===== src/hdl/lzss_bitstream_decompressor_defines.svh =====
// Assertion macros used by the decompressor command queue
`ifndef LZSS_BITSTREAM_DECOMPRESSOR_DEFINES_SVH
`define LZSS_BITSTREAM_DECOMPRESSOR_DEFINES_SVH

// checked only outside reset
`define LBD_ASSERT(lbl, clk, rstn, prop) \
    lbl: assert property (@(posedge clk) disable iff (!rstn) prop) \
        else $error("lbd assertion failed");

// checked on every edge, reset included
`define LBD_ASSERT_ALWAYS(lbl, clk, prop) \
    lbl: assert property (@(posedge clk) prop) \
        else $error("lbd assertion failed");

`endif


===== src/hdl/lbd_pkg.sv =====
// Shared constants and types of the LZSS decompressor
package lbd_pkg;
    localparam int WINDOW_BITS = 13;
    localparam int LENGTH_BITS = 4;
    localparam int MATCH_BITS  = 1 + WINDOW_BITS + LENGTH_BITS;
    localparam int LIT_BITS    = 9;
    localparam int MAX_OUTPUT  = 65536;
    localparam int CNT_W       = 17;
    localparam int BUF_W       = MATCH_BITS + 7;
    localparam int BCNT_W      = 5;
    localparam int FIFO_DEPTH  = 4;
    localparam int FPTR_W      = 2;
    localparam int FCNT_W      = 3;

    localparam logic [2:0] ST_OK        = 3'd0;
    localparam logic [2:0] ST_BAD_CSIZE = 3'd1;
    localparam logic [2:0] ST_BAD_OSIZE = 3'd2;
    localparam logic [2:0] ST_OVERRUN   = 3'd3;
    localparam logic [2:0] ST_NO_END    = 3'd4;
    localparam logic [2:0] ST_BAD_DIST  = 3'd5;
    localparam logic [2:0] ST_TRUNC     = 3'd6;

    localparam logic [1:0] CMD_LIT   = 2'd0;
    localparam logic [1:0] CMD_MATCH = 2'd1;
    localparam logic [1:0] CMD_STAT  = 2'd2;

    typedef struct packed {
        logic [1:0]             op;
        logic [7:0]             lit;
        logic [WINDOW_BITS-1:0] pos;
        logic [LENGTH_BITS-1:0] len;
        logic [CNT_W-1:0]       count;
        logic [2:0]             status;
        logic                   last;
    } t_cmd;
endpackage


===== src/hdl/lbd_fifo.sv =====
// Command queue between front end and copy engine
`include "lzss_bitstream_decompressor_defines.svh"
module lbd_fifo import lbd_pkg::*; (
    input  logic i_clk,
    input  logic i_rst_n,
    input  logic i_push,
    input  t_cmd i_cmd,
    input  logic i_pop,
    output t_cmd o_cmd,
    output logic o_full,
    output logic o_empty
);
    t_cmd              r_mem [FIFO_DEPTH];
    logic [FPTR_W-1:0] r_wp, r_rp;
    logic [FCNT_W-1:0] r_cnt;

    assign o_full  = (r_cnt == FCNT_W'(FIFO_DEPTH));
    assign o_empty = (r_cnt == '0);
    assign o_cmd   = r_mem[r_rp];

    always_ff @(posedge i_clk) begin
        if (!i_rst_n) begin
            r_wp <= '0; r_rp <= '0; r_cnt <= '0;
        end else begin
            if (i_push) r_wp <= r_wp + 1'b1;
            if (i_pop)  r_rp <= r_rp + 1'b1;
            r_cnt <= r_cnt + FCNT_W'(i_push) - FCNT_W'(i_pop);
        end
        if (i_push) r_mem[r_wp] <= i_cmd;
    end

    `LBD_ASSERT(a_no_overflow, i_clk, i_rst_n, i_push |-> !o_full)
    `LBD_ASSERT(a_no_underflow, i_clk, i_rst_n, i_pop |-> !o_empty)
    `LBD_ASSERT(a_count_up, i_clk, i_rst_n, (i_push && !i_pop) |=> (r_cnt == $past(r_cnt) + 3'd1))
    `LBD_ASSERT_ALWAYS(a_count_range, i_clk, !i_rst_n || (r_cnt <= FCNT_W'(FIFO_DEPTH)))
endmodule


===== config.mk =====
export PLATFORM = sky130hd
export DESIGN_NAME = lbd_fifo
export DESIGN_NICKNAME = d
export VERILOG_FILES = /design/src/hdl/lbd_pkg.sv /design/src/hdl/lbd_fifo.sv
export VERILOG_INCLUDE_DIRS = /design/src /design/src/hdl
export SDC_FILE = /design/constraint.sdc
export NUM_CORES = 1
export LEC_CHECK = 0
export ABC_AREA = 1
export ABC_CLOCK_PERIOD_IN_PS = 2500
export BUFFER_PORTS_ARGS = -buffer_cell sky130_fd_sc_hd__buf_4
export CAP_MARGIN = 20
export CORE_ASPECT_RATIO = 0.6
export CORE_MARGIN = 2
export CORE_UTILIZATION = 60
export CTS_BUF_LIST = sky130_fd_sc_hd__clkbuf_2
export DETAILED_ROUTE_END_ITERATION = 10
export PLACE_DENSITY = 0.82
export SLEW_MARGIN = 10
export SYNTH_ARGS = -nofsm -noshare
export SYNTH_HDL_FRONTEND = slang
export SYNTH_SLANG_ARGS = --single-unit

===== constraint.sdc =====
create_clock -name i_clk -period 2.5 [get_ports i_clk]
set_input_delay 0.5 -clock i_clk [delete_from_list [all_inputs] [get_ports i_clk]]
set_output_delay 0.5 -clock i_clk [all_outputs]
set_load 0.02 [all_outputs]

After elaboration in Yosys (flattened, before gate mapping)
Memory sizes are Yosys's and may differ from the RTL's. A register that Yosys moved wholly into a read port is not among the register bits.
Cells that the tools add are included.
Operators by class
  add/sub/neg operators: 4
  eq/ne operators: 1
  muxes and demuxes: 4
  reductions and logical operators: 1
Operators by type and width (number)
  2-bit by 1-bit adder with 2-bit output, second input constant: 2
  2-bit two-way mux: 2
  3-bit by 1-bit adder with 3-bit output: 1
  3-bit equality test, second input constant: 1
  3-bit zero test: 1
  3-bit by 1-bit subtractor with 3-bit output: 1
  1-bit two-way mux: 2
Word-level totals
  register bits: 7
  RAM bits: 192
  output and inout port bits: 50
  logic and storage cells: 14
  memories: 1
Memory list
  r_mem: words 4, width 48, read ports 1, clocked after memory_dff 1, write ports 1, RTL line lbd_fifo.sv:13  | t_cmd r_mem [FIFO_DEPTH];

Logic depth before layout (Yosys ltp)
  word-level depth: 3
  depth in mapped cells: 9

Worst setup path after synthesis
Ideal clock, no wire load.
  kind: reg-to-reg
  start point: reg r_wp[0]
  end point: mem r_mem[2][0] in the netlist's numbering (enable)
  setup time: 402 ps
  arrival: 1527 ps
  required time: 2098 ps
  slack: 570 ps
  cell stages (with the launch flop): 5
  buffers on the path: 0
  clock period less this slack: 1930 ps
  cells stage by stage: dfxtp_1 -> inv_1 -> ha_1 -> nand2_1 -> inv_1
RTL lines
  from (decl): RTL line lbd_fifo.sv:14  | logic [FPTR_W-1:0] r_wp, r_rp;
  from (signal assigned): RTL line lbd_fifo.sv:25  | if (i_push) r_wp <= r_wp + 1'b1;
  to (decl): RTL line lbd_fifo.sv:13
No word-level cell before the write port.

==> impl_metrics.env <==
export IMPL_setup_viol=0
export IMPL_io_pins=102
export IMPL_seq_area_frac_synth=0.741
export IMPL_crit_path_start_kind="flip-flop"
export IMPL_cts_root_buf="clkbuf_2"
export IMPL_min_from="i_push"
export IMPL_cts_buffer_depth=3
export IMPL_core_mm2=0.0130
export IMPL_initialDrtViolationCount=391
export IMPL_ys_seq_elements=201
export IMPL_drive_gt1_frac=0.236
export IMPL_p_comb_frac=0.145
export IMPL_fill_cells=804
export IMPL_critical_path_class="reg2out"
export IMPL_holdPathStages=3
export IMPL_top_layer="met4"
export IMPL_vdd_ir_drop_max_uv=482
export IMPL_track_usage=0.226
export IMPL_cts_clk_slew_worst_paths_ns=0.13
export IMPL_final_cell_mix="edfxtp_1, buf_4, inv_1"
export IMPL_syn_to_final_growth_pct=22.7
export IMPL_p_clk_frac=0.290
export IMPL_regArea_mm2=0.00595
export IMPL_dpl_hpwl_mm=8.90
export IMPL_cp_top_family="flip-flops"
export IMPL_antenna_found_initial=0
export IMPL_first_pass_iters=5
export IMPL_mappedNetlistArea_mm2=0.00803
export IMPL_gp_congestion=0.732
export IMPL_max_cap_violations=0
export IMPL_clock_sinks=201
export IMPL_ff2ff_path_depth=9
export IMPL_fmax_ghz=0.421
export IMPL_path_max_fanout=68
export IMPL_yosysWarnings=0
export IMPL_hold_end="r_wp[1]"
export IMPL_routedWlPerCell_um=15.8
export IMPL_period_minus_slack_ns=2.38
export IMPL_arrival_ns=1.88
export IMPL_crit_slowest_cell="dfxtp_4"
export IMPL_tns_ns=0
export IMPL_relSlewSlack=0.702
export IMPL_rows=32
export IMPL_critPathRequiredTime_ns=2.00
export IMPL_worstPathCellList="buf_16 > a21oi_1 > o21ai_1 > nand2_1 > buf_4"
export IMPL_finalMaxSlewViolations=0
export IMPL_grt_pass1_wl_mm=25.2
export IMPL_wl_met2_mm=7.67
export IMPL_fin_skew_ns=0.0712
export IMPL_slowest_delay_ns=0.46
export IMPL_p_seq_frac=0.564
export IMPL_antenna_diode_count=0
export IMPL_num_vias=5131
export IMPL_grt_pass1_vias=5301
export IMPL_fin_cells=998
export IMPL_io_buffers=101
export IMPL_dieArea_mm2=0.0144
export IMPL_placedCellCount=868
export IMPL_multi_input_area_mm2=0.00140
export IMPL_status="completed"
export IMPL_m1WireLength_mm=6.47
export IMPL_hold_class="in2reg"
export IMPL_reg2reg_to="r_cnt[2]"
export IMPL_avgSynthCellArea_um2=13.0
export IMPL_finalHoldViolations=0
export IMPL_r2r_start="r_cnt[0]"
export IMPL_rsz0062_at_grt="true"
export IMPL_syn_nets=675
export IMPL_numCtsBuffers=44
export IMPL_yosysUniqueCellTypes=16
export IMPL_clkLatencyLatePin_ns=0.72
export IMPL_tightest_slew_ns=0.446
export IMPL_crit_path_end_kind="output pin"
export IMPL_swShare=0.265
export IMPL_drc=0
export IMPL_postRouteAntennaNets=0
export IMPL_grt_max_degree=69
export IMPL_wl_mm=15.8
export IMPL_mostFrequentLayoutCell="edfxtp_1"
export IMPL_gr_total_overflow=0
export IMPL_die_h_um=93.6
export IMPL_start_util=0.619
export IMPL_r2r_slack_ns=0.89
export IMPL_fin_nets=858
export IMPL_wl_met3_mm=1.36
export IMPL_cts_htree_levels=2
export IMPL_critPathBufInv=2
export IMPL_p_int_mw=5.07
export IMPL_power_density_mw_per_mm2=701
export IMPL_die_x_um=153
export IMPL_syn_instance_count=616
export IMPL_routed_via_density=5.14
export IMPL_p_leak_nw=4.03
export IMPL_fin_crit_sh=0.951
export IMPL_p_sw_mw=1.83
export IMPL_cts_tree="done"
worst max path at each step:
stage | slack [ns] | cells after the start | endpoint
6_report | 0.12 | 5 | o_cmd[0]
2_1_floorplan | 0.57 | 4 | r_mem[2][0]
3_5_place_dp | 0.61 | 5 | o_cmd[10]
3_3_place_gp | 0.68 | 9 | r_cnt[2]
4_1_cts | 0.05 | 5 | o_cmd[10]
5_1_grt | -0.05 | 5 | o_cmd[0]
cells by family after synthesis:
| group | Yosys count | share of synthesized area |
|---|---|---|
| AOI/OAI and AO/OA | 154 | 0.111 |
| adders and majority gates | 7 | 0.0118 |
| buffers and inverters | 144 | 0.0849 |
| DFF | 201 | 0.741 |
| and+or+nand+nor | 110 | 0.0517 |
metrics by stage:
step | total power, mW | area, um2 | hold WS (ns) | setup slack (ns) | util
detailed placement | 4.89 | 8910 | 0.458 | 0.609 | 0.687
global placement | 4.85 | 8910 | 0.459 | 0.675 | 0.687
CTS | 6.94 | 9850 | 0.0906 | 0.0518 | 0.759
floorplan | 4.51 | 8030 | 0.436 | 0.570 | -
global route | 7.21 | 9850 | 0.0977 | -0.0462 | 0.759
finish | 6.90 | 9850 | 0.167 | 0.122 | 0.759
routing by layer:
layer | vias to the layer above | GRT usage
met5 | - | 0
met4 | 0 | 0.0711
met3 | 33 | 0.0718
met2 | 191 | 0.392
met1 | 2392 | 0.274
li1 | 2515 | -
worst min-delay path, delay by kind of cell:
family | cells | cell delay (ns)
buffers and inverters | 2 | 0.23
AO/OA/AOI/OAI | 1 | 0.08
flip-flops by register name, summed over array words and instances (netlist names), named ones only:
name / count
r_mem: 192
r_cnt: 3
r_wp: 2
r_rp: 2
power by group through the flow:
| stage | Combinational, mW | Clock [mW] | Sequential, mW |
|---|---|---|---|
| final | 1.00 | 2.00 | 3.89 |
| after global routing | 1.09 | 2.22 | 3.91 |
| after CTS | 1.00 | 2.04 | 3.89 |
| after detailed placement | 0.915 | 0 | 3.98 |
| after global placement | 0.882 | 0 | 3.97 |
| after floorplan | 0.553 | 0 | 3.96 |
repair_timing:
| action | in CTS | in global routing |
|---|---|---|
| buffers inserted | 5 | 0 |
| hold endpoints to repair | 195 | 0 |
| pin swaps | 0 | 2 |
| endpoints found under the setup margin | 34 | 10 |
| hold buffers | 50 | 0 |
| resized for setup | 1 | 0 |
cells in the mapped netlist:
| cell type | count | area share |
|---|---|---|
| edfxtp_1 | 192 | 0.72 |
| inv_1 | 112 | 0.052 |
| nand2_1 | 106 | 0.050 |
| a21oi_1 | 54 | 0.034 |
| o211ai_1 | 48 | 0.045 |
| o21ai_1 | 46 | 0.029 |
| buf_6 | 13 | 0.018 |
| buf_2 | 11 | 0.0069 |
| dfxtp_1 | 9 | 0.022 |
| buf_4 | 8 | 0.0075 |
| ha_1 | 6 | 0.0093 |
| o21ai_0 | 6 | 0.0037 |
| nor2_1 | 2 | 0.00094 |
| fa_1 | 1 | 0.0025 |
| nand3_1 | 1 | 0.00062 |
| nor3_1 | 1 | 0.00062 |
final cells by class:
cell class | count | area share
clock inverter | 6 | 0.00495
sequential | 201 | 0.604
multi-input combinational | 271 | 0.142
timing repair buffer | 169 | 0.149
tap | 170 | 0.0216
inverter | 112 | 0.0427
clock buffer | 69 | 0.0351
No activity file was read; power rests on OpenSTA's default activity.
