==> config.mk <==
export PLATFORM = sky130hd
export DESIGN_NAME = lbd_front_flat
export DESIGN_NICKNAME = d
export VERILOG_FILES = /design/src/hdl/lzss_bitstream_decompressor_defines.svh /design/src/hdl/lbd_pkg.sv /design/src/hdl/lbd_stream_ifs.sv /design/src/hdl/lbd_front.sv /design/src/flat_wrapper.sv
export SDC_FILE = /design/constraint.sdc
export NUM_CORES = 1
export LEC_CHECK = 0
export BUFFER_PORTS_ARGS = -buffer_cell sky130_fd_sc_hd__buf_4
export CAP_MARGIN = 40
export CORE_UTILIZATION = 36
export CTS_BUF_LIST = sky130_fd_sc_hd__clkbuf_4 sky130_fd_sc_hd__clkbuf_8
export DETAILED_ROUTE_END_ITERATION = 6
export HOLD_SLACK_MARGIN = 0.1
export PLACE_DENSITY = 0.57
export SETUP_SLACK_MARGIN = 0.1
export SYNTH_ARGS = -nofsm -noshare
export SYNTH_HDL_FRONTEND = slang
export SYNTH_SLANG_ARGS = --single-unit
==> constraint.sdc <==
create_clock -name i_clk -period 18.6 [get_ports i_clk]
set_input_delay 1.86 -clock i_clk [delete_from_list [all_inputs] [get_ports i_clk]]
set_output_delay 1.86 -clock i_clk [all_outputs]
set_load 0.01 [all_outputs]
==> src/hdl/lzss_bitstream_decompressor_defines.svh <==
// Assertion macros used by the decompressor command queue
`ifndef LZSS_BITSTREAM_DECOMPRESSOR_DEFINES_SVH
`define LZSS_BITSTREAM_DECOMPRESSOR_DEFINES_SVH

// checked only outside reset
`define LBD_ASSERT(lbl, clk, rstn, prop) \
    lbl: assert property (@(posedge clk) disable iff (!rstn) prop) \
        else $error("lbd assertion failed");

// checked on every edge, reset included
`define LBD_ASSERT_ALWAYS(lbl, clk, prop) \
    lbl: assert property (@(posedge clk) prop) \
        else $error("lbd assertion failed");

`endif

==> src/hdl/lbd_pkg.sv <==
// Shared constants and types of the LZSS decompressor
package lbd_pkg;
    localparam int WINDOW_BITS = 13;
    localparam int LENGTH_BITS = 4;
    localparam int MATCH_BITS  = 1 + WINDOW_BITS + LENGTH_BITS;
    localparam int LIT_BITS    = 9;
    localparam int MAX_OUTPUT  = 65536;
    localparam int CNT_W       = 17;
    localparam int BUF_W       = MATCH_BITS + 7;
    localparam int BCNT_W      = 5;
    localparam int FIFO_DEPTH  = 4;
    localparam int FPTR_W      = 2;
    localparam int FCNT_W      = 3;

    localparam logic [2:0] ST_OK        = 3'd0;
    localparam logic [2:0] ST_BAD_CSIZE = 3'd1;
    localparam logic [2:0] ST_BAD_OSIZE = 3'd2;
    localparam logic [2:0] ST_OVERRUN   = 3'd3;
    localparam logic [2:0] ST_NO_END    = 3'd4;
    localparam logic [2:0] ST_BAD_DIST  = 3'd5;
    localparam logic [2:0] ST_TRUNC     = 3'd6;

    localparam logic [1:0] CMD_LIT   = 2'd0;
    localparam logic [1:0] CMD_MATCH = 2'd1;
    localparam logic [1:0] CMD_STAT  = 2'd2;

    typedef struct packed {
        logic [1:0]             op;
        logic [7:0]             lit;
        logic [WINDOW_BITS-1:0] pos;
        logic [LENGTH_BITS-1:0] len;
        logic [CNT_W-1:0]       count;
        logic [2:0]             status;
        logic                   last;
    } t_cmd;
endpackage

==> src/hdl/lbd_stream_ifs.sv <==
// Input and output channel interfaces of the decompressor
interface lbd_in_if;
    logic       valid;
    logic       ready;
    logic [7:0] in_byte;
    logic       frame_end;
    modport source (output valid, in_byte, frame_end, input ready);
    modport sink (input valid, in_byte, frame_end, output ready);
endinterface


==> src/hdl/lbd_front.sv <==
// Front end: header varints, bit buffer, token decode and checks
module lbd_front import lbd_pkg::*; (
    input  logic       i_clk,
    input  logic       i_rst_n,
    lbd_in_if.sink     i_in,
    output t_cmd       o_cmd,
    output logic       o_push,
    input  logic       i_full
);
    localparam logic [1:0] F_IDLE = 2'd0;
    localparam logic [1:0] F_DEC  = 2'd1;
    localparam logic [1:0] F_STAT = 2'd2;

    localparam logic [1:0] PH_CSIZE  = 2'd0;
    localparam logic [1:0] PH_OSIZE  = 2'd1;
    localparam logic [1:0] PH_TOKENS = 2'd2;
    localparam logic [1:0] PH_DONE   = 2'd3;

    logic [1:0]        r_state, n_state;
    logic [1:0]        r_phase, n_phase;
    logic [31:0]       r_vval, n_vval;
    logic [5:0]        r_vsh, n_vsh;
    logic [31:0]       r_csize, n_csize;
    logic [CNT_W-1:0]  r_osize, n_osize;
    logic [CNT_W-1:0]  r_prod, n_prod;
    logic [31:0]       r_fbc, n_fbc;
    logic [BUF_W-1:0]  r_buf, n_buf;
    logic [BCNT_W-1:0] r_bcnt, n_bcnt;
    logic [2:0]        r_err, n_err;
    logic              r_end, n_end;
    logic              r_fend, n_fend;
    logic              r_pv, n_pv;
    t_cmd              r_pend, n_pend;

    // a chunk of up to 2^7 shifted by 28 reaches bit 35
    logic [35:0]       v_sum;
    logic              v_ovf;
    logic [BUF_W-1:0]  sh_flag, sh_lit, sh_m;
    logic              flag;
    logic              tok_ok;
    logic [LENGTH_BITS-1:0] m_len;
    logic [WINDOW_BITS-1:0] m_pos;
    logic [CNT_W:0]    m_sum;
    logic [CNT_W:0]    m_dist;
    logic [4:0]        m_cnt;
    logic              would_emit;
    t_cmd              c;
    logic [2:0]        st;

    always_comb begin
        v_sum = {4'b0, r_vval} + (36'({1'b0, i_in.in_byte[6:0]} + 8'd1) << r_vsh);
        v_ovf = (r_vsh >= 6'd32) || (v_sum[35:32] != 4'd0);
        sh_flag = r_buf >> (r_bcnt - 5'd1);
        sh_lit  = r_buf >> (r_bcnt - 5'(LIT_BITS));
        sh_m    = r_buf >> (r_bcnt - 5'(MATCH_BITS));
        flag    = sh_flag[0];
        m_len   = sh_m[LENGTH_BITS-1:0];
        m_pos   = sh_m[LENGTH_BITS +: WINDOW_BITS];
        m_cnt   = 5'(m_len) + 5'd2;
        m_sum   = {1'b0, r_prod} + (CNT_W+1)'(m_cnt);
        m_dist  = (CNT_W+1)'(m_pos) + 1'b1;
        tok_ok  = (r_phase == PH_TOKENS) && (r_err == ST_OK) && (r_bcnt != '0) &&
                  (flag ? (r_bcnt >= 5'(MATCH_BITS)) : (r_bcnt >= 5'(LIT_BITS)));
        if (r_err != ST_OK)                     st = r_err;
        else if (r_phase == PH_CSIZE || r_phase == PH_OSIZE) st = ST_TRUNC;
        else if (r_csize > r_fbc)               st = ST_BAD_CSIZE;
        else if (!r_end)                        st = ST_TRUNC;
        else                                    st = ST_OK;
    end

    always_comb begin
        n_state = r_state; n_phase = r_phase; n_vval = r_vval; n_vsh = r_vsh;
        n_csize = r_csize; n_osize = r_osize; n_prod = r_prod; n_fbc = r_fbc;
        n_buf = r_buf; n_bcnt = r_bcnt; n_err = r_err; n_end = r_end;
        n_fend = r_fend; n_pv = r_pv; n_pend = r_pend;
        o_push = 1'b0;
        o_cmd = r_pend;
        o_cmd.last = 1'b0;
        i_in.ready = (r_state == F_IDLE);
        c = '0;
        would_emit = 1'b0;
        unique case (r_state)
            F_IDLE: begin
                if (i_in.valid) begin
                    if (r_fbc != 32'hffff_ffff) n_fbc = r_fbc + 32'd1;
                    n_fend = i_in.frame_end;
                    n_state = F_DEC;
                    if (r_err == ST_OK) begin
                        if (r_phase == PH_CSIZE || r_phase == PH_OSIZE) begin
                            if (v_ovf) begin
                                n_err = (r_phase == PH_CSIZE) ? ST_BAD_CSIZE : ST_BAD_OSIZE;
                            end else if (i_in.in_byte[7]) begin
                                n_vval = v_sum[31:0];
                                n_vsh = r_vsh + 6'd7;
                            end else begin
                                n_vval = '0;
                                n_vsh = '0;
                                if (r_phase == PH_CSIZE) begin
                                    n_csize = v_sum[31:0];
                                    n_phase = PH_OSIZE;
                                end else if (v_sum[31:0] == 32'd0 ||
                                             v_sum[31:0] > 32'(MAX_OUTPUT)) begin
                                    n_err = ST_BAD_OSIZE;
                                end else begin
                                    n_osize = v_sum[CNT_W-1:0];
                                    n_phase = PH_TOKENS;
                                end
                            end
                        end else if (r_phase == PH_TOKENS) begin
                            n_buf = {r_buf[BUF_W-9:0], i_in.in_byte};
                            n_bcnt = r_bcnt + 5'd8;
                        end
                    end
                end
            end
            F_DEC: begin
                if (tok_ok) begin
                    n_bcnt = r_bcnt - (flag ? 5'(MATCH_BITS) : 5'(LIT_BITS));
                    n_buf = r_buf & ((BUF_W'(1) << n_bcnt) - BUF_W'(1));
                    if (!flag) begin
                        if (r_prod >= r_osize) n_err = ST_NO_END;
                        else begin
                            would_emit = 1'b1;
                            c.op = CMD_LIT;
                            c.lit = sh_lit[7:0];
                            n_prod = r_prod + 1'b1;
                        end
                    end else if (m_pos == '1 && m_len == '1) begin
                        n_end = 1'b1;
                        n_phase = PH_DONE;
                    end else if (r_prod >= r_osize) begin
                        n_err = ST_NO_END;
                    end else if (m_sum > {1'b0, r_osize}) begin
                        n_err = ST_OVERRUN;
                    end else if (m_dist > {1'b0, r_prod}) begin
                        n_err = ST_BAD_DIST;
                    end else begin
                        would_emit = 1'b1;
                        c.op = CMD_MATCH;
                        c.pos = m_pos;
                        c.len = m_len;
                        n_prod = m_sum[CNT_W-1:0];
                    end
                    if (would_emit) begin
                        if (r_pv && i_full) begin
                            // queue full: hold everything and retry
                            n_bcnt = r_bcnt; n_buf = r_buf; n_prod = r_prod;
                        end else begin
                            o_push = r_pv;
                            n_pend = c;
                            n_pv = 1'b1;
                        end
                    end
                end else if (!(r_pv && i_full)) begin
                    o_push = r_pv;
                    o_cmd.last = !r_fend;
                    n_pv = 1'b0;
                    n_state = r_fend ? F_STAT : F_IDLE;
                end
            end
            F_STAT: begin
                if (!i_full) begin
                    o_push = 1'b1;
                    o_cmd = '0;
                    o_cmd.op = CMD_STAT;
                    o_cmd.count = r_prod;
                    o_cmd.status = st;
                    o_cmd.last = 1'b1;
                    n_state = F_IDLE;
                    n_phase = PH_CSIZE; n_vval = '0; n_vsh = '0; n_csize = '0;
                    n_osize = '0; n_prod = '0; n_fbc = '0; n_buf = '0; n_bcnt = '0;
                    n_err = ST_OK; n_end = 1'b0;
                end
            end
            default: n_state = F_IDLE;
        endcase
    end

    always_ff @(posedge i_clk) begin
        if (!i_rst_n) begin
            r_state <= F_IDLE; r_phase <= PH_CSIZE; r_vval <= '0; r_vsh <= '0;
            r_csize <= '0; r_osize <= '0; r_prod <= '0; r_fbc <= '0;
            r_buf <= '0; r_bcnt <= '0; r_err <= ST_OK; r_end <= 1'b0;
            r_fend <= 1'b0; r_pv <= 1'b0;
        end else begin
            r_state <= n_state; r_phase <= n_phase; r_vval <= n_vval; r_vsh <= n_vsh;
            r_csize <= n_csize; r_osize <= n_osize; r_prod <= n_prod; r_fbc <= n_fbc;
            r_buf <= n_buf; r_bcnt <= n_bcnt; r_err <= n_err; r_end <= n_end;
            r_fend <= n_fend; r_pv <= n_pv;
        end
        r_pend <= n_pend;
    end
endmodule

==> src/flat_wrapper.sv <==
// flat-port wrapper written by rule: the top's interface ports become plain ports
module lbd_front_flat import lbd_pkg::*;
  (i_clk, i_rst_n, o_cmd, o_push, i_full, i_in_valid, i_in_in_byte, i_in_frame_end, i_in_ready);
  lbd_in_if i_in_i ();
  input  logic i_clk;
  input  logic i_rst_n;
  output t_cmd o_cmd;
  output logic o_push;
  input  logic i_full;
  input wire logic [$bits(i_in_i.valid)-1:0] i_in_valid;
  input wire logic [$bits(i_in_i.in_byte)-1:0] i_in_in_byte;
  input wire logic [$bits(i_in_i.frame_end)-1:0] i_in_frame_end;
  output wire logic [$bits(i_in_i.ready)-1:0] i_in_ready;
  assign i_in_i.valid = i_in_valid;
  assign i_in_i.in_byte = i_in_in_byte;
  assign i_in_i.frame_end = i_in_frame_end;
  assign i_in_ready = i_in_i.ready;
  lbd_front u_core (.i_clk(i_clk), .i_rst_n(i_rst_n), .i_in(i_in_i), .o_cmd(o_cmd), .o_push(o_push), .i_full(i_full));
endmodule
## After elaboration in Yosys (flattened, before gate mapping)

Cells that the tools add are included.

| cells by class | value |
|---|---|
| add/sub/neg operators | 14 |
| magnitude comparators | 8 |
| eq/ne operators | 33 |
| shift operators | 5 |
| mux-type cells | 133 |
| bitwise gates (word level) | 3 |
| reductions and logical operators | 34 |

Operator list:

| cell | number |
|---|---|
| two-way mux 32 bit | 14 |
| two-way mux 17 bit | 17 |
| two-way mux 25 bit | 8 |
| case mux 32 bit (2 select lines) | 3 |
| case mux 25 bit (3 select lines) | 1 |
| case mux 17 bit (2 select lines) | 2 |
| two-way mux 3 bit | 19 |
| two-way mux 48 bit | 1 |
| two-way mux 47 bit | 1 |
| two-way mux 5 bit | 9 |
| two-way mux 2 bit | 20 |
| adder 32 x 36 -> 36 bit | 1 |
| > comparator 18 x 17 -> 1 bit | 2 |
| two-way mux 6 bit | 6 |
| left shift 36 x 6 -> 36 bit | 1 |
| adder 32 x 1 -> 32 bit, second input constant | 1 |
| > comparator 32 x 17 -> 1 bit, second input constant | 1 |
| > comparator 32 bit | 1 |
| logical NOT 32 bit | 1 |
| != test 32 bit, second input constant | 1 |
| AND 25 bit | 1 |
| left shift 1 x 5 -> 25 bit, first input constant | 1 |
| >> shifter 25 x 5 -> 1 bit | 1 |
| >> shifter 25 x 5 -> 17 bit | 1 |
| 54 further kinds | 116 |

| word-level totals | value |
|---|---|
| flip-flop bits (word level) | 203 |
| output and inout port bits | 50 |

## Longest topological paths before layout

Gate-level depths: netlist of the first run.

| depth | value |
|---|---|
| word-level depth | 14 |
| mapped depth | 37 |
| gate-level depth less buffers | 31 |

## Least setup slack after synthesis of the first run

No wires, ideal clock.

| timing | value |
|---|---|
| path kind | register -> output |
| start point | register u_core.r_bcnt[1] |
| end point | output o_push |
| arrival | 6595 ps |
| setup slack | 10145 ps |
| cell stages (with the launch flop) | 35 |
| cells stage by stage | dfxtp_1 > buf_6 > buf_12 > buf_6 > inv_1 > ha_1 > buf_4 > buf_4 > mux4_2 > mux2_2 > mux2i_1 > nor2_1 > a21oi_1 > ha_1 > inv_1 > ha_1 > inv_1 > fa_1 > nor2b_1 > o21ai_0 > nand2b_1 > and2_1 > and3_1 > nand4_1 > xnor2_1 > ha_1 > a21o_1 > a21o_1 > a211o_1 > o211ai_1 > a31oi_1 > a311oi_1 > a311o_1 > a31oi_1 > nor3b_1 |

| between the ends | value |
|---|---|
| longest elaborated chain between the ends | 14 |
| elaborated cells on any way between the ends | 28 |
| classes of those cells | 5 x add/sub; 4 x order compare; 2 x eq/ne; 2 x shift; 11 x mux; 4 x reduce/logical |

Ends and longest elaborated chain:

| item | RTL line | text |
|---|---|---|
| from (decl) | lbd_front.sv:28 | `logic [BCNT_W-1:0] r_bcnt, n_bcnt;` |
| from (signal assigned) | lbd_front.sv:188 | `r_buf <= n_buf; r_bcnt <= n_bcnt; r_err <= n_err; r_end <= n_end;` |
| subtractor 5 bit | lbd_front.sv:55 | `sh_m = r_buf >> (r_bcnt - 5'(MATCH_BITS));` |
| >> shifter 25 x 5 -> 17 bit | lbd_front.sv:55 |  |
| adder 4 x 2 -> 5 bit or adder 13 x 1 -> 14 bit (tied branches) | lbd_front.sv:59, lbd_front.sv:61 |  |
| adder 17 x 5 -> 18 bit or > comparator 18 x 17 -> 1 bit (tied branches) | lbd_front.sv:60, lbd_front.sv:135 |  |
| > comparator 18 x 17 -> 1 bit or two-way mux 1 bit (tied branches) | lbd_front.sv:133, lbd_front.sv:135 |  |
| two-way mux 1 bit | lbd_front.sv:133 | `end else if (m_sum > {1'b0, r_osize}) begin` |
| two-way mux 1 bit | lbd_front.sv:131 | `end else if (r_prod >= r_osize) begin` |
| two-way mux 1 bit | lbd_front.sv:128 | `end else if (m_pos == '1 && m_len == '1) begin` |
| two-way mux 1 bit | lbd_front.sv:120 | `if (!flag) begin` |
| two-way mux 1 bit | lbd_front.sv:117 | `if (tok_ok) begin` |
| two-way mux 1 bit | lbd_front.sv:82 | `unique case (r_state)` |
| two-way mux 1 bit | lbd_front.sv:144 | `if (would_emit) begin` |
| two-way mux 1 bit * | lbd_front.sv:117 |  |
| case mux 1 bit (2 select lines) * | lbd_front.sv:82 |  |
| to (decl) | flat_wrapper.sv:8 | `output logic o_push;` |

Mark *: on every way between the ends. The rest lies on a longest branch, timed or not. The select of a mux whose other input is x is not followed.

## Worst setup path in the final report of the first run

| timing | value |
|---|---|
| start point | register u_core.r_bcnt[1] |
| end point | output o_push |

| between the ends | value |
|---|---|
| longest elaborated chain between the ends | 14 |
| elaborated cells on any way between the ends | 28 |
| classes of those cells | 5 x add/sub; 4 x order compare; 2 x eq/ne; 2 x shift; 11 x mux; 4 x reduce/logical |

Ends and longest elaborated chain:

| item | RTL line | text |
|---|---|---|
| subtractor 5 bit * | lbd_front.sv:55 |  |
| >> shifter 25 x 5 -> 17 bit * | lbd_front.sv:55 |  |
| named net u_core.sh_m[2] | lbd_front.sv:38 | `logic [BUF_W-1:0] sh_flag, sh_lit, sh_m;` |
| adder 4 x 2 -> 5 bit | lbd_front.sv:59 | `m_cnt = 5'(m_len) + 5'd2;` |
| adder 17 x 5 -> 18 bit | lbd_front.sv:60 | `m_sum = {1'b0, r_prod} + (CNT_W+1)'(m_cnt);` |
| > comparator 18 x 17 -> 1 bit | lbd_front.sv:133 |  |
| two-way mux 1 bit | lbd_front.sv:133 |  |
| two-way mux 1 bit | lbd_front.sv:131 |  |
| two-way mux 1 bit * | lbd_front.sv:128 |  |
| two-way mux 1 bit * | lbd_front.sv:120 |  |
| two-way mux 1 bit * | lbd_front.sv:117 |  |
| two-way mux 1 bit * | lbd_front.sv:82 |  |
| two-way mux 1 bit * | lbd_front.sv:144 |  |
| two-way mux 1 bit * | lbd_front.sv:117 |  |
| case mux 1 bit (2 select lines) * | lbd_front.sv:82 |  |

Mark *: on every way through the listed nets, which the timed path passes. The rest lies on a longest branch. The select of a mux whose other input is x is not followed.

==> results of run 1 <==
==> worst reg2reg max path: cells and delay by family (launching register included) <==
kind	cells	cell delay, ps
flops	1	310
compound gates	9	3240
fa+ha+maj	4	1220
mux	2	700
buf+inv	4	1240
xor+xnor	1	130
simple gates	10	2370
==> where the power goes <==
group	leakage, nW	total [W]	internal, W	switching (W)
sequential	1.64	0.000482	0.000458	0.0000242
clock	0.503	0.000543	0.000313	0.000229
combinational	5.44	0.000448	0.000156	0.000291
total	7.58	0.00147	0.000928	0.000545
==> area by class of cell <==
cell class                 instances  area, µm²  area share [%]
timing repair buffer              92        746            3.70
multi-input combinational       1896      12900            64.0
clock buffer                      61        783            3.89
tap                              672        841            4.17
clock inverter                    15        159           0.789
antenna                            1       2.50          0.0124
inverter                         112        420            2.09
sequential                       202       4310            21.4
==> registers in the layout (all words and copies together) (netlist names) <==
register        cells
u_core.r_prod      17
u_core.r_end        1
u_core.r_fend       1
u_core.r_state      2
u_core.r_pend      26
u_core.r_vsh        6
u_core.r_pv         1
u_core.r_buf       25
u_core.r_fbc       32
u_core.r_err        3
u_core.r_csize     32
u_core.r_phase      2
u_core.r_osize     17
u_core.r_vval      32
u_core.r_bcnt       5
==> final timing paths <==
check	start	to	slack (ps)
max	u_core.r_bcnt[1]$_SDFFE_PN0P_	o_push	7800
min	u_core.r_vval[31]$_SDFFE_PN0P_	u_core.r_vval[31]$_SDFFE_PN0P_	450
max reg2reg	u_core.r_bcnt[1]$_SDFFE_PN0P_	u_core.r_prod[8]$_SDFFE_PN0P_	9250
min reg2reg	u_core.r_vval[31]$_SDFFE_PN0P_	u_core.r_vval[31]$_SDFFE_PN0P_	450
==> synthesized netlist by cell type, drive strengths merged (15+ instances only) <==
cell type | instances | area (µm²)
nand3 | 130 | 656
nand2b | 28 | 175
inv | 112 | 420
o211ai | 21 | 158
ha | 142 | 1780
edfxtp | 26 | 781
a211o | 22 | 193
o31ai | 15 | 126
o21ai | 161 | 806
nor2 | 226 | 865
nand2 | 242 | 911
clkbuf | 115 | 433
mux2i | 32 | 320
xor2 | 19 | 181
dfxtp | 176 | 3520
xnor2 | 68 | 614
a21o | 49 | 369
a211oi | 31 | 243
nand4 | 41 | 257
a31oi | 27 | 169
nor2b | 25 | 156
buf | 37 | 260
mux4 | 39 | 886
mux2 | 26 | 293
and3 | 26 | 163
o21a | 17 | 128
or3 | 25 | 161
nor3 | 46 | 235
nor4 | 18 | 128
and2 | 59 | 369
a21oi | 181 | 932
==> cells by family after synthesis <==
group / count (synthesis) / synth area share [%]
compound gates: 642 / 22.8
xor+xnor: 87 / 4.36
fa+ha+maj: 145 / 10.1
buf+inv: 264 / 6.10
flops: 202 / 23.6
mux: 97 / 8.21
simple gates: 925 / 24.9
==> per-layer routing <==
metal | global-route usage [%] | wire length, µm | vias to the layer above | part of all wire [%]
li1 | - | - | 8596 | -
met1 | 31.5 | 27500 | 8519 | 47
met2 | 35.6 | 26400 | 582 | 45
met3 | 3.20 | 3480 | 98 | 5.9
met4 | 6.73 | 1480 | 0 | 2.5
met5 | 0 | 0 | - | 0
==> through the flow <==
stage | std cells | power (W) | cell area (µm²)
finish | 3051 | 0.00147 | 20100
detailed placement | 2974 | 0.000933 | 19200
floorplan | 2362 | 0.000800 | 18300
CTS | 3050 | 0.00148 | 20100
global placement | 2967 | 0.000920 | 19100
global route | 3051 | 0.00155 | 20100
==> impl_metrics.json, run 1 <==
{
  "cp_common_cell": "ha_1",
  "cp_max_fo": 40,
  "syn_area_um2": 18300,
  "synthArstFlopShare_pct": 0,
  "worstMarginPinSlew_ps": 1070,
  "track_usage_pct": 22.5,
  "hold_class": "reg2reg",
  "drv_cap": 0,
  "cts_tree": "yes",
  "drc": 0,
  "grt_pass1_wl_um": 92200,
  "path_delay_family": "compound AO/OA/AOI/OAI gates",
  "antenna_found_initial": 1,
  "ys.flop_type": "dfxtp_1",
  "yosys_warnings": 0,
  "layout_setup_ws_ps": 7800,
  "port_buffers": 62,
  "fp.dieW_um": 227,
  "whs_ps": 455,
  "area_growth_pct": 10.3,
  "detail-route-antenna-nets": 0,
  "relSlewSlack_pct": 27.9,
  "drive_gt1_share_pct": 11.7,
  "initial_core_util_pct": 36.5,
  "fin_nets": 2504,
  "drt-initial-drc-count": 1554,
  "start_kind": "flip-flop",
  "final_cell_mix": "nand2_1, nor2_1, a21oi_1",
  "skew_ps": 33.0,
  "required_ps": 16740,
  "leakage_nw": 7.58,
  "hold_depth": 2,
  "syn_nets": 2520,
  "rr_worst_depth": 30,
  "routed_wirelength_um": 58800,
  "synth_edf_count": 26,
  "slew_violations": 0,
  "core-area_um2": 50100,
  "cp.arrival_ps": 8940,
  "cp-end-kind": "output port",
  "finalSetupViolCount": 0,
  "synth_seq_cells": 202,
  "vias_per_cell": 5.83,
  "power_density_nw_per_um2": 73.1,
  "fin_crit_ps": 10800,
  "num_vias": 17795,
  "cts.sinks": 202,
  "layout_commonest_cell": "nand2_1",
  "ys_seq_area_share_pct": 23.6,
  "ios": 63,
  "max-vdd-ir-drop_uv": 37.2,
  "cts_resized": 0,
  "hold_viol": 0,
  "run_status": "complete, no violations",
  "dpl.hpwl_um": 43600,
  "holdBufCountCts": 0,
  "clock_path_buffers": 3,
  "grt_pass1_vias": 16499,
  "die_h_um": 227,
  "first_pass_iters": 6,
  "gp_congestion": 0.919,
  "max_stage_delay_ps": 670,
  "postCtsSetupBuffers": 0,
  "nFillCells": 5263,
  "grt_setup_unrepaired": "no",
  "clock_latency_ps": 640,
  "post-place-ws_ps": 8480,
  "cp.buffers_inverters": 5,
  "htreeDepth": 2,
  "grt_overflow": 0,
  "die-area_um2": 51600,
  "yosysUniqueCellTypes": 99,
  "fin_setup_tns_ps": 0,
  "numCtsBuffers": 42,
  "crit_slowest_cell": "a311oi_1",
  "final_core_util_pct": 40.2,
  "period_share_pct": 58.0,
  "syn_area_per_cell_um2": 7.73,
  "fmaxAchievable_mhz": 92.6,
  "clockRootBuffer": "clkbuf_8",
  "rows": 82,
  "grt_max_degree": 65,
  "criticalPathCategory": "reg2out",
  "post_drt_wl_per_cell_um": 19.3,
  "crit_cells": 29,
  "path_clk_slew_ps": 60,
  "synthCells": 2362
}
No activity file was read; power rests on OpenSTA's default activity.
==> run 2: changes to the inputs <==
Settings changed: PLACE_DENSITY 0.57 to 0.59.
Clock period 18.6 ns to 9.65 ns, I/O delays scaled along.
==> impl_metrics.json, run 2 (synthesis gave the netlist of run 1 again) <==
{
  "grt_overflow": 0,
  "hold_class": "reg2reg",
  "cts_tree": "yes",
  "grt_max_degree": 65,
  "relSlewSlack_pct": 40.0,
  "ios": 63,
  "port_buffers": 62,
  "met3_length_um": 4080,
  "core-area_um2": 50100,
  "final-instance-count-excl-fill": 3054,
  "skew_ps": 38.4,
  "wl_met1_um": 26600,
  "max_stage_delay_ps": 610,
  "finalSetupViolCount": 0,
  "start_kind": "flip-flop",
  "area_growth_pct": 10.5,
  "criticalPathCategory": "reg2out",
  "crit_slowest_cell": "dfxtp_1",
  "largestRegisters": "u_core.r_csize: 32 flops, u_core.r_fbc: 32 flops, u_core.r_vval: 32 flops",
  "fin_setup_tns_ps": 0,
  "detail-route-antenna-nets": 0,
  "nFillCells": 5183,
  "met2_length_um": 26400,
  "routed_wirelength_um": 58100,
  "leakage_nw": 7.58,
  "num_vias": 17843,
  "drc": 0,
  "grt_setup_unrepaired": "no",
  "track_usage_pct": 22.3,
  "slew_violations": 0,
  "required_ps": 8690,
  "clock_latency_ps": 620,
  "fp.dieW_um": 227,
  "first_pass_iters": 5,
  "cts.sinks": 202,
  "numCtsBuffers": 40,
  "place_area_um2": 19200,
  "antenna_found_initial": 1,
  "drt-initial-drc-count": 1691,
  "cp-end-kind": "output port",
  "clockRootBuffer": "clkbuf_8",
  "post_drt_wl_per_cell_um": 19.0,
  "drive_gt1_share_pct": 11.8,
  "path_clk_slew_ps": 60,
  "layout_commonest_cell": "nand2_1",
  "clock_path_buffers": 3,
  "grt_pass1_vias": 16935,
  "htreeDepth": 2,
  "design_area_um2": 20200,
  "gp_congestion": 0.919,
  "die-area_um2": 51600,
  "highest_layer": "met4",
  "fmaxAchievable_mhz": 110,
  "final_cell_mix": "nand2_1, nor2_1, a21oi_1",
  "period_share_pct": 94.1,
  "initial_core_util_pct": 36.5,
  "rows": 82,
  "drv_cap": 0,
  "fin_crit_ps": 9080,
  "cp.arrival_ps": 8110,
  "grt_pass1_wl_um": 92300,
  "die_h_um": 227,
  "worstMarginPinSlew_ps": 892,
  "dpl.hpwl_um": 42900,
  "hold_viol": 0,
  "vias_per_cell": 5.84,
  "max-vdd-ir-drop_uv": 85.2,
  "cp_max_fo": 16,
  "power_density_nw_per_um2": 139,
  "holdBufCountCts": 0,
  "placedCellCount": 2978,
  "run_status": "complete, no violations",
  "fin_nets": 2509
}
[run 2: cell types whose count changed in the layout (fill, tap and decap cells not counted), sizes merged]
cell / change
buf: +7
clkinv: -4
clkinvlp: +2
clkbuf: -1
inv: -1
[run 2: final timing paths]
kind                                         to                     startpoint  cells past startpoint  slack, ps
setup / recovery                         o_push  u_core.r_bcnt[2]$_SDFFE_PN0P_                     30        570
hold / removal    u_core.r_vval[5]$_SDFFE_PN0P_  u_core.r_vval[5]$_SDFFE_PN0P_                      2        460
setup reg to reg  u_core.r_prod[8]$_SDFFE_PN0P_  u_core.r_bcnt[2]$_SDFFE_PN0P_                     32       1630
hold reg to reg   u_core.r_vval[5]$_SDFFE_PN0P_  u_core.r_vval[5]$_SDFFE_PN0P_                      2        460
[run 2: layer usage]
layer / vias up / global-route usage, %
li1: 8619 / -
met1: 8601 / 30.5
met2: 551 / 35.7
met3: 72 / 4.00
met4: 0 / 6.02
met5: - / 0
[run 2: report_power, final]
group	internal [W]	total, W	switching (W)
clock network	0.000586	0.00101	0.000421
registers	0.000883	0.000930	0.0000467
logic	0.000307	0.000871	0.000564
[run 2: worst max-delay path: cells and delay by family, from the launching register on]
family | cells | cell delay (ps)
AOI/OAI and AO/OA | 7 | 1940
xor gates and xnor gates | 1 | 160
adders and majority gates | 5 | 1630
buffers and inverters | 4 | 570
DFF | 1 | 610
muxes | 3 | 850
and+or+nand+nor | 10 | 1730
[run 2: cell type report]
class / count / area [µm²] / area share (%)
Multi-Input combinational cell: 1896 / 12900 / 63.9
Sequential cell: 202 / 4310 / 21.3
Tap cell: 672 / 841 / 4.17
Timing Repair Buffer: 99 / 802 / 3.98
Clock buffer: 60 / 763 / 3.78
Inverter: 112 / 420 / 2.08
Clock inverter: 12 / 139 / 0.688
Antenna cell: 1 / 2.50 / 0.0124
[run 2: timing repair]
action	4_1_cts	5_1_grt
pin swaps	0	1
buffers inserted	0	3
resized for setup	2	2
endpoints found under the setup margin	1	1
[run 2: per-stage QoR]
stage | utilization [%] | total power [W] | setup slack (ps) | hold WS (ps)
after floorplan | - | 0.00154 | 2090 | 436
after global routing | 40.3 | 0.00296 | 177 | 475
after CTS | 40.2 | 0.00282 | 287 | 457
final | 40.3 | 0.00281 | 572 | 457
after global placement | 38.2 | 0.00177 | 909 | 444
after detailed placement | 38.4 | 0.00180 | 599 | 449
